## src/sv/rth_pkg.sv

```systemverilog
// Shared types and constants for the RGB to HSV pixel converter.
// No dependencies; every other file in sv/ refers to this package by scoped names.
package rth_pkg;

  // Default channel width; the top level takes it as its parameter default.
  localparam int CHANNEL_BITS_DEF = 8;

  // Output field widths.
  localparam int HUE_BITS = 15;
  localparam int OUT_BITS = 8;

  // Hue divider quotient width: the hue quotient never exceeds one sector (3840).
  localparam int HUE_Q_BITS = 12;

  // Hue scale in 1/64 degree.
  localparam logic [HUE_BITS-1:0] HUE_SECTOR = 15'd3840;
  localparam logic [HUE_BITS-1:0] HUE_GREEN  = 15'd7680;
  localparam logic [HUE_BITS-1:0] HUE_BLUE   = 15'd15360;
  localparam logic [HUE_BITS-1:0] HUE_TURN   = 15'd23040;

  // Which channel holds the maximum (red wins ties, then green).
  typedef enum logic [1:0] {
    SEC_RED,
    SEC_GREEN,
    SEC_BLUE
  } sector_t;

  // Per-pixel control that rides along the divider pipeline.
  typedef struct packed {
    sector_t sector;
    logic    neg;   // hue fraction is negative (any sector)
    logic    grey;  // max equals min: hue undefined, saturation zero
  } ctl_t;

endpackage

```

## src/sv/rth_front.sv

```systemverilog
// Front end of the converter: channel max/min and sector pick, then delta,
// hue fraction and both divider dividends. Two register stages.
// Depends on rth_pkg.
module rth_front #(
  parameter int CB = rth_pkg::CHANNEL_BITS_DEF,
  parameter int QB = rth_pkg::HUE_Q_BITS
) (
  input  logic                 clk,
  input  logic                 rst,
  input  logic                 feed_valid,
  output logic                 feed_ready,
  input  logic [CB-1:0]        red,
  input  logic [CB-1:0]        green,
  input  logic [CB-1:0]        blue,
  output logic                 pass_valid,
  input  logic                 pass_ready,
  output rth_pkg::ctl_t        pass_ctl,
  output logic [CB-1:0]        pass_value,
  output logic [CB-1:0]        pass_sat_den,
  output logic [CB+QB-1:0]     pass_sat_work,
  output logic [CB-1:0]        pass_hue_den,
  output logic [CB+QB-1:0]     pass_hue_work
);

  // Stage A registers
  logic                 a_valid;
  logic                 a_ready;
  logic [CB-1:0]        a_red;
  logic [CB-1:0]        a_green;
  logic [CB-1:0]        a_blue;
  logic [CB-1:0]        a_max;
  logic [CB-1:0]        a_min;
  rth_pkg::sector_t     a_sector;

  logic [CB-1:0]        max_next;
  logic [CB-1:0]        min_next;
  rth_pkg::sector_t     sector_next;

  // Stage B combinational terms
  logic [CB-1:0]        delta;
  logic [CB-1:0]        term_p;
  logic [CB-1:0]        term_q;
  logic                 frac_neg;
  logic [CB-1:0]        frac_mag;
  logic [CB+11:0]       hue_dvd;
  logic [2*CB-1:0]      sat_dvd;
  logic [CB+QB-1:0]     hue_work_next;
  logic [CB+QB-1:0]     sat_work_next;

  always_comb begin
    max_next = red;
    if (green > max_next) max_next = green;
    if (blue > max_next) max_next = blue;
    min_next = red;
    if (green < min_next) min_next = green;
    if (blue < min_next) min_next = blue;
    priority if (red == max_next) begin
      sector_next = rth_pkg::SEC_RED;
    end else if (green == max_next) begin
      sector_next = rth_pkg::SEC_GREEN;
    end else begin
      sector_next = rth_pkg::SEC_BLUE;
    end
  end

  assign feed_ready = !a_valid || a_ready;

  always_ff @(posedge clk) begin
    if (rst) begin
      a_valid <= 1'b0;
    end else if (feed_ready) begin
      a_valid <= feed_valid;
    end
  end

  always_ff @(posedge clk) begin
    if (feed_valid && feed_ready) begin
      a_red    <= red;
      a_green  <= green;
      a_blue   <= blue;
      a_max    <= max_next;
      a_min    <= min_next;
      a_sector <= sector_next;
    end
  end

  // Fraction numerator p - q for the chosen sector, as sign and magnitude.
  always_comb begin
    unique case (a_sector)
      rth_pkg::SEC_RED: begin
        term_p = a_green;
        term_q = a_blue;
      end
      rth_pkg::SEC_GREEN: begin
        term_p = a_blue;
        term_q = a_red;
      end
      rth_pkg::SEC_BLUE: begin
        term_p = a_red;
        term_q = a_green;
      end
      default: begin
        term_p = a_green;
        term_q = a_blue;
      end
    endcase
  end

  assign delta    = a_max - a_min;
  assign frac_neg = term_p < term_q;
  assign frac_mag = frac_neg ? (term_q - term_p) : (term_p - term_q);

  // 3840 * mag = mag*4096 - mag*256; FULL * delta = delta*2^CB - delta.
  assign hue_dvd = {frac_mag, 12'd0} - {4'd0, frac_mag, 8'd0};
  assign sat_dvd = {delta, {CB{1'b0}}} - {{CB{1'b0}}, delta};

  assign hue_work_next = (CB+QB)'(hue_dvd);
  assign sat_work_next = (CB+QB)'(sat_dvd);

  assign a_ready = !pass_valid || pass_ready;

  always_ff @(posedge clk) begin
    if (rst) begin
      pass_valid <= 1'b0;
    end else if (a_ready) begin
      pass_valid <= a_valid;
    end
  end

  always_ff @(posedge clk) begin
    if (a_valid && a_ready) begin
      pass_ctl.sector <= a_sector;
      pass_ctl.neg    <= frac_neg;
      pass_ctl.grey   <= (delta == '0);
      pass_value      <= a_max;
      pass_sat_den    <= a_max;
      pass_sat_work   <= sat_work_next;
      pass_hue_den    <= delta;
      pass_hue_work   <= hue_work_next;
    end
  end

endmodule

```

## src/sv/rth_div_step.sv

```systemverilog
// One restoring-division step for both the saturation and hue dividers,
// one quotient bit each, behind one register stage. Depends on rth_pkg.
module rth_div_step #(
  parameter int CB = rth_pkg::CHANNEL_BITS_DEF,
  parameter int QB = rth_pkg::HUE_Q_BITS
) (
  input  logic                 clk,
  input  logic                 rst,
  input  logic                 feed_valid,
  output logic                 feed_ready,
  input  rth_pkg::ctl_t        feed_ctl,
  input  logic [CB-1:0]        feed_value,
  input  logic [CB-1:0]        feed_sat_den,
  input  logic [CB+QB-1:0]     feed_sat_work,
  input  logic [CB-1:0]        feed_hue_den,
  input  logic [CB+QB-1:0]     feed_hue_work,
  output logic                 pass_valid,
  input  logic                 pass_ready,
  output rth_pkg::ctl_t        pass_ctl,
  output logic [CB-1:0]        pass_value,
  output logic [CB-1:0]        pass_sat_den,
  output logic [CB+QB-1:0]     pass_sat_work,
  output logic [CB-1:0]        pass_hue_den,
  output logic [CB+QB-1:0]     pass_hue_work
);

  // Work word is {remainder, dividend bits left / quotient bits so far}.
  function automatic logic [CB+QB-1:0] div_step(input logic [CB+QB-1:0] work,
                                                input logic [CB-1:0] den);
    logic [CB:0]   trial;
    logic [CB:0]   diff;
    logic [CB-1:0] rem;
    logic          qbit;
    trial = work[CB+QB-1:QB-1];
    diff  = trial - {1'b0, den};
    qbit  = trial >= {1'b0, den};
    rem   = qbit ? diff[CB-1:0] : trial[CB-1:0];
    return {rem, work[QB-2:0], qbit};
  endfunction

  assign feed_ready = !pass_valid || pass_ready;

  always_ff @(posedge clk) begin
    if (rst) begin
      pass_valid <= 1'b0;
    end else if (feed_ready) begin
      pass_valid <= feed_valid;
    end
  end

  always_ff @(posedge clk) begin
    if (feed_valid && feed_ready) begin
      pass_ctl      <= feed_ctl;
      pass_value    <= feed_value;
      pass_sat_den  <= feed_sat_den;
      pass_sat_work <= div_step(feed_sat_work, feed_sat_den);
      pass_hue_den  <= feed_hue_den;
      pass_hue_work <= div_step(feed_hue_work, feed_hue_den);
    end
  end

endmodule

```

## src/sv/rth_back.sv

```systemverilog
// Output stage: turns the hue quotient into a floored, wrapped angle and
// drives the result word registers. Depends on rth_pkg.
module rth_back #(
  parameter int CB = rth_pkg::CHANNEL_BITS_DEF,
  parameter int QB = rth_pkg::HUE_Q_BITS
) (
  input  logic                          clk,
  input  logic                          rst,
  input  logic                          feed_valid,
  output logic                          feed_ready,
  input  rth_pkg::ctl_t                 feed_ctl,
  input  logic [CB-1:0]                 feed_value,
  input  logic [CB+QB-1:0]              feed_sat_work,
  input  logic [CB+QB-1:0]              feed_hue_work,
  output logic                          pass_valid,
  input  logic                          pass_ready,
  output logic [rth_pkg::HUE_BITS-1:0]  hue,
  output logic                          defined,
  output logic [rth_pkg::OUT_BITS-1:0]  saturation,
  output logic [rth_pkg::OUT_BITS-1:0]  value
);

  localparam int HB = rth_pkg::HUE_BITS;
  localparam int OB = rth_pkg::OUT_BITS;

  logic [QB+HB-1:0]  hue_q_ext;
  logic [HB-1:0]     hue_q;
  logic              hue_rem_nz;
  logic [HB-1:0]     hue_ceil;
  logic [HB-1:0]     hue_base;
  logic [HB-1:0]     hue_next;
  logic [CB+OB-1:0]  sat_ext;
  logic [CB+OB-1:0]  value_ext;

  assign hue_q_ext  = {{HB{1'b0}}, feed_hue_work[QB-1:0]};
  assign hue_q      = hue_q_ext[HB-1:0];
  assign hue_rem_nz = |feed_hue_work[CB+QB-1:QB];
  assign hue_ceil   = hue_q + {{(HB-1){1'b0}}, hue_rem_nz};

  always_comb begin
    unique case (feed_ctl.sector)
      rth_pkg::SEC_RED:   hue_base = '0;
      rth_pkg::SEC_GREEN: hue_base = rth_pkg::HUE_GREEN;
      rth_pkg::SEC_BLUE:  hue_base = rth_pkg::HUE_BLUE;
      default:            hue_base = '0;
    endcase
  end

  // Negative fraction: floor is the sector base minus the ceiling; the red
  // sector wraps down from a full turn instead of from zero.
  always_comb begin
    priority if (feed_ctl.grey) begin
      hue_next = '0;
    end else if (feed_ctl.neg) begin
      hue_next = ((feed_ctl.sector == rth_pkg::SEC_RED) ? rth_pkg::HUE_TURN : hue_base)
                 - hue_ceil;
    end else begin
      hue_next = hue_base + hue_q;
    end
  end

  assign sat_ext   = {{OB{1'b0}}, feed_sat_work[CB-1:0]};
  assign value_ext = {{OB{1'b0}}, feed_value};

  assign feed_ready = !pass_valid || pass_ready;

  always_ff @(posedge clk) begin
    if (rst) begin
      pass_valid <= 1'b0;
    end else if (feed_ready) begin
      pass_valid <= feed_valid;
    end
  end

  always_ff @(posedge clk) begin
    if (feed_valid && feed_ready) begin
      hue        <= hue_next;
      defined    <= !feed_ctl.grey;
      saturation <= feed_ctl.grey ? '0 : sat_ext[OB-1:0];
      value      <= value_ext[OB-1:0];
    end
  end

endmodule

```

## src/sv/rgb_to_hsv.sv

```systemverilog
// RGB to HSV pixel converter, top level. Uses rth_pkg, rth_front, rth_div_step, rth_back.
// Pipeline: two front stages, QB = max(12, CHANNEL_BITS) divider steps, one output stage.
// Throughput: one pixel per clock unless hsv_ready stalls the output stage;
//   each divider step resolves one quotient bit per stage.
// A stalled stage holds its word while emptier stages behind it keep filling.
// Reset (rst, synchronous) clears every stage valid bit; data registers are not reset.
module rgb_to_hsv #(
  parameter int CHANNEL_BITS = rth_pkg::CHANNEL_BITS_DEF
) (
  input  logic                          clk,
  input  logic                          rst,
  input  logic                          pixel_valid,
  output logic                          pixel_ready,
  input  logic [CHANNEL_BITS-1:0]       red_in,
  input  logic [CHANNEL_BITS-1:0]       green_in,
  input  logic [CHANNEL_BITS-1:0]       blue_in,
  output logic                          hsv_valid,
  input  logic                          hsv_ready,
  output logic [rth_pkg::HUE_BITS-1:0]  hue_out,
  output logic                          hue_defined,
  output logic [rth_pkg::OUT_BITS-1:0]  saturation_out,
  output logic [rth_pkg::OUT_BITS-1:0]  value_out
);

  localparam int CB = CHANNEL_BITS;
  // Both dividers run the same number of steps: enough quotient bits for
  // a full sector of hue (3840) and for full-scale saturation.
  localparam int QB = (CB > rth_pkg::HUE_Q_BITS) ? CB : rth_pkg::HUE_Q_BITS;

  // Divider pipeline taps: index 0 is the front end output, index QB the
  // last step output feeding the output stage.
  logic                 st_valid    [QB+1];
  logic                 st_ready    [QB+1];
  rth_pkg::ctl_t        st_ctl      [QB+1];
  logic [CB-1:0]        st_value    [QB+1];
  logic [CB-1:0]        st_sat_den  [QB+1];
  logic [CB+QB-1:0]     st_sat_work [QB+1];
  logic [CB-1:0]        st_hue_den  [QB+1];
  logic [CB+QB-1:0]     st_hue_work [QB+1];

  // Max/min, sector, delta and dividends.
  rth_front #(
    .CB (CB),
    .QB (QB)
  ) u_front (
    .clk           (clk),
    .rst           (rst),
    .feed_valid    (pixel_valid),
    .feed_ready    (pixel_ready),
    .red           (red_in),
    .green         (green_in),
    .blue          (blue_in),
    .pass_valid    (st_valid[0]),
    .pass_ready    (st_ready[0]),
    .pass_ctl      (st_ctl[0]),
    .pass_value    (st_value[0]),
    .pass_sat_den  (st_sat_den[0]),
    .pass_sat_work (st_sat_work[0]),
    .pass_hue_den  (st_hue_den[0]),
    .pass_hue_work (st_hue_work[0])
  );

  // One quotient bit per stage for saturation and hue side by side.
  for (genvar k = 0; k < QB; k++) begin : g_step
    rth_div_step #(
      .CB (CB),
      .QB (QB)
    ) u_step (
      .clk           (clk),
      .rst           (rst),
      .feed_valid    (st_valid[k]),
      .feed_ready    (st_ready[k]),
      .feed_ctl      (st_ctl[k]),
      .feed_value    (st_value[k]),
      .feed_sat_den  (st_sat_den[k]),
      .feed_sat_work (st_sat_work[k]),
      .feed_hue_den  (st_hue_den[k]),
      .feed_hue_work (st_hue_work[k]),
      .pass_valid    (st_valid[k+1]),
      .pass_ready    (st_ready[k+1]),
      .pass_ctl      (st_ctl[k+1]),
      .pass_value    (st_value[k+1]),
      .pass_sat_den  (st_sat_den[k+1]),
      .pass_sat_work (st_sat_work[k+1]),
      .pass_hue_den  (st_hue_den[k+1]),
      .pass_hue_work (st_hue_work[k+1])
    );
  end

  // Floor, sector offset and wrap of hue; drive the result word.
  rth_back #(
    .CB (CB),
    .QB (QB)
  ) u_back (
    .clk           (clk),
    .rst           (rst),
    .feed_valid    (st_valid[QB]),
    .feed_ready    (st_ready[QB]),
    .feed_ctl      (st_ctl[QB]),
    .feed_value    (st_value[QB]),
    .feed_sat_work (st_sat_work[QB]),
    .feed_hue_work (st_hue_work[QB]),
    .pass_valid    (hsv_valid),
    .pass_ready    (hsv_ready),
    .hue           (hue_out),
    .defined       (hue_defined),
    .saturation    (saturation_out),
    .value         (value_out)
  );

  // Grey pixels carry zero hue and zero saturation.
  a_grey_zero: assert property (@(posedge clk) disable iff (rst)
    hsv_valid && !hue_defined |-> hue_out == '0 && saturation_out == '0)
    else $error("grey pixel with nonzero hue or saturation");

  // Hue always lands inside one turn.
  a_hue_range: assert property (@(posedge clk) disable iff (rst)
    hsv_valid |-> hue_out < rth_pkg::HUE_TURN)
    else $error("hue outside one turn");

  // No result word right after reset.
  a_reset_empty: assert property (@(posedge clk)
    $past(rst) |-> !hsv_valid)
    else $error("result valid right after reset");

endmodule
```

## config.mk

```make
export PLATFORM = sky130hd
export DESIGN_NAME = rgb_to_hsv
export DESIGN_NICKNAME = d
export VERILOG_FILES = /design/src/sv/rth_pkg.sv /design/src/sv/rth_front.sv /design/src/sv/rth_div_step.sv /design/src/sv/rth_back.sv /design/src/sv/rgb_to_hsv.sv
export SDC_FILE = /design/constraint.sdc
export NUM_CORES = 1
export LEC_CHECK = 0
export ABC_AREA = 1
export BUFFER_PORTS_ARGS = -buffer_cell sky130_fd_sc_hd__buf_2
export CORE_ASPECT_RATIO = 1.4
export CORE_MARGIN = 8
export CORE_UTILIZATION = 35
export CTS_CLUSTER_SIZE = 16
export DETAILED_ROUTE_END_ITERATION = 8
export PLACE_DENSITY_LB_ADDON = 0.05
export SYNTH_ARGS = -nofsm -noshare
export SYNTH_HDL_FRONTEND = slang
export SYNTH_SLANG_ARGS = --single-unit
```

## constraint.sdc

```tcl
create_clock -name clk -period 4.95 [get_ports clk]
set_input_delay 0.7425 -clock clk [delete_from_list [all_inputs] [get_ports clk]]
set_output_delay 0.7425 -clock clk [all_outputs]
set_load 0.02 [all_outputs]
```

# Word level (Yosys, flattened, before mapping)
# Cells that the tools add are included.
# word_totals
reg_bits,845
mem_count,0
in_bits,28
latch_bits,0
ram_bits,0
out_inout_bits,34
romBits,0
wordCells,265
# op_classes
bitwise_logic,0
div,0
n_reduce_logical,49
magnitude_cmp,29
n_shift,0
n_addsub,31
eq_ne,6
mul,0
mux,34
# ops
operator,count
2-to-1 mux 8 bit,27
greater-or-equal comparator 9 x 8 -> 1 bit,23
subtractor 8 bit,25
case mux 8 bit (2 select lines),2
2-to-1 mux 15 bit,2
case mux 14 bit (2 select lines),1
< comparator 8 bit,3
subtractor 20 x 16 -> 20 bit,1
equality test 8 bit,2
> comparator 8 bit,2
zero test 1 bit,16
subtractor 16 x 8 -> 16 bit,1
adder 14 x 12 -> 15 bit,1
logical AND 1 bit,15
logical OR 1 bit,15
subtractor 15 bit,1
adder 12 x 1 -> 13 bit,1
greater-or-equal comparator 5 x 8 -> 1 bit,1
zero test 8 bit,1
OR reduction 8 bit,1
subtractor 5 x 8 -> 8 bit,1
2-to-1 mux 5 bit,1
"equality test 2 x 1 -> 1 bit, second input constant",2
"equality test 2 bit, second input constant",2
other kinds (2),2

# Longest topological paths before layout
# depth
word_depth,17
ltp_mapped,31
depth_no_buf,29

# Hierarchy
# From an unflattened synthesis, not the netlist that was laid out.
# hier_totals
hier_cells,4514
hier_area_um2,48366.4
# modules_own_cells
module,seq_area_each_um2,area_each_um2,cells_per_inst,n_inst
rth_div_step at g_step[11].u_step ...,2062.0,3240.6,290,7
rth_div_step at g_step[0].u_step ...,2062.0,3392.0,291,5
rth_front,2712.6,6311.1,725,1
rth_back,980.9,2411.1,304,1

# Worst setup path before layout
# OpenSTA, ideal clock, no wires.
# synth_timing
path_type,in2reg
startpoint,input port hsv_ready
endpoint,"register g_step[0].u_step.pass_ctl[0] (netlist bit), enable pin"
path_buffers,0
cell_stages,18
slack_ns,0.407
t_arrival_ns,4.068
required_time_ns,4.476
setup_ns,0.474
path_cell_list,nor2_1 -> inv_2 -> nor2_2 -> inv_2 -> nor2_2 -> inv_2 -> nor2_2 -> inv_2 -> nor2_4 -> inv_2 -> nor2_4 -> nand2_2 -> nor2_4 -> nand2_1 -> nor2_2 -> nand2_2 -> nor2_4 -> a21oi_1
# synth_between
elab_chain_cells,14
# synth_rtl
element,line,rtl
from (decl),rgb_to_hsv.sv:18,"input logic hsv_ready,"
logical OR 1 bit,rth_back.sv:65,assign feed_ready = !pass_valid || pass_ready;
logical OR 1 bit (12 in series),rth_div_step.sv:41,assign feed_ready = !pass_valid || pass_ready;
logical AND 1 bit,rth_div_step.sv:52,if (feed_valid && feed_ready) begin
to (signal assigned),rth_div_step.sv:53,pass_ctl <= feed_ctl;
to (decl),rth_div_step.sv:19,"output rth_pkg::ctl_t pass_ctl,"
# No other way between the ends.
# A chain may end at the register's enable or synchronous reset.

# Final worst setup path
# layout_timing
startpoint,register u_front.a_sector[1]
endpoint,"register u_front.pass_hue_work[18], data pin"
# layout_between
elab_chain_cells,5
word_cells_on_any_way,9
cone_classes,3 x add/sub; 1 x order compare; 2 x eq/ne; 3 x mux
# layout_rtl
element,line,rtl
from (decl),rth_front.sv:33,rth_pkg::sector_t a_sector;
from (signal assigned),rth_front.sv:83,a_sector <= sector_next;
equality test 2 bit or equality test 2 x 1 -> 1 bit (tied branches),rth_front.sv:89,unique case (a_sector)
case mux 8 bit (2 select lines),rth_front.sv:89,
subtractor 8 bit or < comparator 8 bit (tied branches),"rth_front.sv:111, rth_front.sv:110",
2-to-1 mux 8 bit (*),rth_front.sv:111,assign frac_mag = frac_neg ? (term_q - term_p) : (term_p - term_q);
subtractor 20 x 16 -> 20 bit (*),rth_front.sv:114,"assign hue_dvd = {frac_mag, 12'd0} - {4'd0, frac_mag, 8'd0};"
named net u_front.hue_dvd[18],rth_front.sv:45,logic [CB+11:0] hue_dvd;
to (signal assigned),rth_front.sv:139,pass_hue_work <= hue_work_next;
to (decl),rth_front.sv:22,output logic [CB+QB-1:0] pass_hue_work
# Mark *: on every way through the listed nets, which the timed path passes. The rest lies on a longest branch.

==> results.cfg <==
[cts]
clock_sinks = 727
ctsHoldBuffers = 0
cts_buffers = 79
clock_path_buffers = 3
path_clk_slew_ns = 0.06
worstSkewPairLatency_ns = 0.65
cts_root_buf = clkbuf_16
h-tree-depth = 3
cts_tree = built

[outcome]
run_status = complete, no violations

[synth]
syn_area_per_cell_um2 = 11.44
synthXorXnorAreaFrac = 0.03792
synth.largest_area_cell = edfxtp_1
ys_warn_count = 0
synth_top_family_by_area = adder cells
synthAdderAreaFrac = 0.1064
synth-simple-area-share = 0.1018
synth_top_area_share = 0.6055
synth-seq-area-share = 0.6140
synth_area_mm2 = 0.03531
synth_compound_area_frac = 0.08019
syn_inst = 3087
yosys_register_bits = 727
yosys-top-cells-area = edfxtp_1 61%, ha_1 9.1%, inv_1 5.3%
yosysUniqueCellTypes = 55
synth_nets = 3399
synth.area.mux_share = 0.0002835

[hold_path]
hp-class = input pin to flop
whs_path_depth = 1

[power]
pwr-share-seq = 0.469
power.share.combinational = 0.139
clkPwrFrac = 0.393
p_sw_mw = 3.895
swShare = 0.2550
p_leak_nw = 16.15
intPower_mw = 11.38
ir_drop_mv = 0.2187
p_per_area_mw_per_mm2 = 381.2

[place]
place_inst = 4468
hpwl_um = 53870
portBuffers = 61
gp_congestion = 0.8681

[routing]
drt_wl_total_um = 69590
wl_met2_um = 40210
wl_met1_um = 24090
wl_met3_um = 2183
dr.max_layer_used = met4
drt_iter0_markers = 851
routedWlPerCell_um = 15.07
vias_per_cell = 4.610
drc_errors = 0
via_count = 21290
antenna_left = 0
drt_pre_antenna_iters = 6

[die]
initial_utilization = 0.3514
dieArea_mm2 = 0.1114
die_h_um = 391.8
die_w_um = 284.4
rows = 138
core_area_mm2 = 0.1005
io_pins = 62

[critical_path]
ff2ff_path_depth = 22
critPathRequiredTime_ns = 5.34
start_kind = flop
critPathKind = flop to flop
crit_fanout = 21
end_kind = flop
worstPathArrival_ns = 4.99

[timing]
tightest_slew_ns = 1.147
finalSetupViolCount = 0
slew_headroom = 0.2343
fin_crit_sh = 0.9286
final.setup.tns_ns = 0
period_needed_ns = 4.597
hold_viol_final = 0
rsz0062_at_grt = no
finalMaxSlewViolations = 0
skew_ns = 0.02449
max_freq_mhz = 217.5

[global_routing]
track_usage = 0.1259
overflow = 0
grt_start_max_net_pins = 55
antenna_found_initial = 0
grt_pass1_vias = 22460
grt_pass1_wl_um = 114000

[finish]
drive_above_1_share = 0.08488
diodes = 0
num-nets-final = 3532
fin_cells = 4617
syn_to_final_growth_pct = 13.47

[run]
cap_violations = 0
## cell families after synthesis
family	count (synthesis)
AO/OA/AOI/OAI	523
AND/OR/NAND/NOR	848
adder cells (fa/ha/maj)	284
flip-flops	727
multiplexers	1
buffers and inverters	552
XOR/XNOR	152
## through the flow
step | hold slack, ns | power [mW] | util | setup WS [ns] | area (um^2)
2_1_floorplan | 0.4003 | 8.741 | - | 0.4074 | 35310
3_3_place_gp | 0.4003 | 9.420 | 0.3722 | 0.2041 | 37400
3_5_place_dp | 0.4045 | 9.407 | 0.3722 | 0.1455 | 37400
4_1_cts | 0.2734 | 15.56 | 0.3985 | 0.1227 | 40050
5_1_grt | 0.3087 | 16.05 | 0.3987 | 0.02552 | 40070
6_report | 0.3325 | 15.27 | 0.3987 | 0.3533 | 40070
## area by class of cell
type	count	area [um^2]
Fill cell	9652	60430
Clock inverter	53	560.5
Tap cell	1330	1664
Timing Repair Buffer	91	543.0
Sequential cell	727	21680
Multi-Input combinational cell	1808	11600
Clock buffer	95	2088
Inverter	513	1929
## what timing repair did
item	CTS	global route
resized for setup	0	7
buffers inserted	0	1
endpoints found under the setup margin	0	3
endpoints found under the hold margin	0	0
## cells in the mapped netlist (all sizes together)
library cell	number
a21boi	1
edfxtp	712
inv	512
xor2	114
or4	1
o21bai	10
nand4	26
a31oi	12
a221o	3
nand3	90
a311oi	3
a211o	1
ha	257
nand3b	2
o21ai	191
o221ai	8
o311ai	1
nand2	340
a21o	6
o22ai	5
clkbuf	30
xnor2	38
nor2	339
o31ai	8
or2	13
o211ai	6
nor3	24
o21a	1
and2	1
mux2i	1
nor4	6
or3	5
fa	27
clkinv	1
nor3b	1
a21oi	255
a211oi	12
buf	9
dfxtp	15
## worst max-delay path, stage by stage, from the launching register on
cell	delay, ns
edfxtp_1	0.42
ha_2	0.42
clkinvlp_4	0.17
buf_12	0.19
o21ai_1	0.19
inv_1	0.11
fa_1	0.48
o21ai_2	0.23
nand4_2	0.13
nand2_4	0.14
nand2_1	0.06
a21boi_4	0.14
o21ai_1	0.23
nand3_1	0.10
o211ai_1	0.11
xor2_1	0.23
ha_1	0.33
nand2_1	0.10
nor2_1	0.05
a211oi_2	0.17
nand3_1	0.13
nor2_1	0.14
xor2_1	0.08
## cells in the final DEF, fill, tap and decap left out, types with 24 or more instances in the layout
master,n
buf_2,61
edfxtp_1,712
xnor2_1,38
o21ai_0,182
nand3_1,88
nor2_1,322
fa_1,27
xor2_1,113
inv_1,497
ha_1,256
nand4_1,24
clkbuf_16,80
buf_4,29
nand2_1,331
a21oi_1,253
## final timing paths
path | start | end | slack, ns
min reg2reg | g_step[8].u_step.pass_sat_work[10] | g_step[9].u_step.pass_sat_work[11] | 0.40
min | green_in[7] | u_front.a_green[7] | 0.33
max | u_front.a_sector[1] | u_front.pass_hue_work[18] | 0.35
max reg2reg | u_front.a_sector[1] | u_front.pass_hue_work[18] | 0.35
## sequential cells by signal, summed over array words and instances (netlist names), 2 cells and up
| name | flops |
|---|---|
| u_front.pass_sat_work | 15 |
| g_step.u_step.pass_sat_den | 16 |
| u_front.a_min | 8 |
| u_front.pass_hue_work | 12 |
| u_front.a_green | 8 |
| u_back.hue | 15 |
| u_front.pass_hue_den | 8 |
| u_front.a_red | 8 |
| u_front.a_blue | 8 |
| g_step.u_step.pass_sat_work | 179 |
| g_step.u_step.pass_ctl | 48 |
| u_front.a_max | 8 |
| g_step.u_step.pass_valid | 12 |
| g_step.u_step.pass_hue_work | 180 |
| u_front.pass_value | 8 |
| u_back.saturation | 8 |
| u_back.value | 8 |
| g_step.u_step.pass_hue_den | 88 |
| g_step.u_step.pass_value | 80 |
| u_front.a_sector | 2 |
| u_front.pass_ctl | 4 |
## power by group through the flow
stage	Sequential [mW]	Clock [mW]	Combinational (mW)
floorplan	7.22	0	1.52
global placement	7.29	0	2.13
detailed placement	7.29	0	2.11
CTS	7.17	6.26	2.13
global route	7.17	6.47	2.41
finish	7.16	6.00	2.12
## routing by layer
metal / vias to the layer above / global-route usage
met3: 139 / 0.02044
met2: 276 / 0.2625
met5: - / 0
met4: 0 / 0.06493
met1: 10020 / 0.1131
li1: 10850 / -
Note: power is estimated with default switching activity, not from simulation.
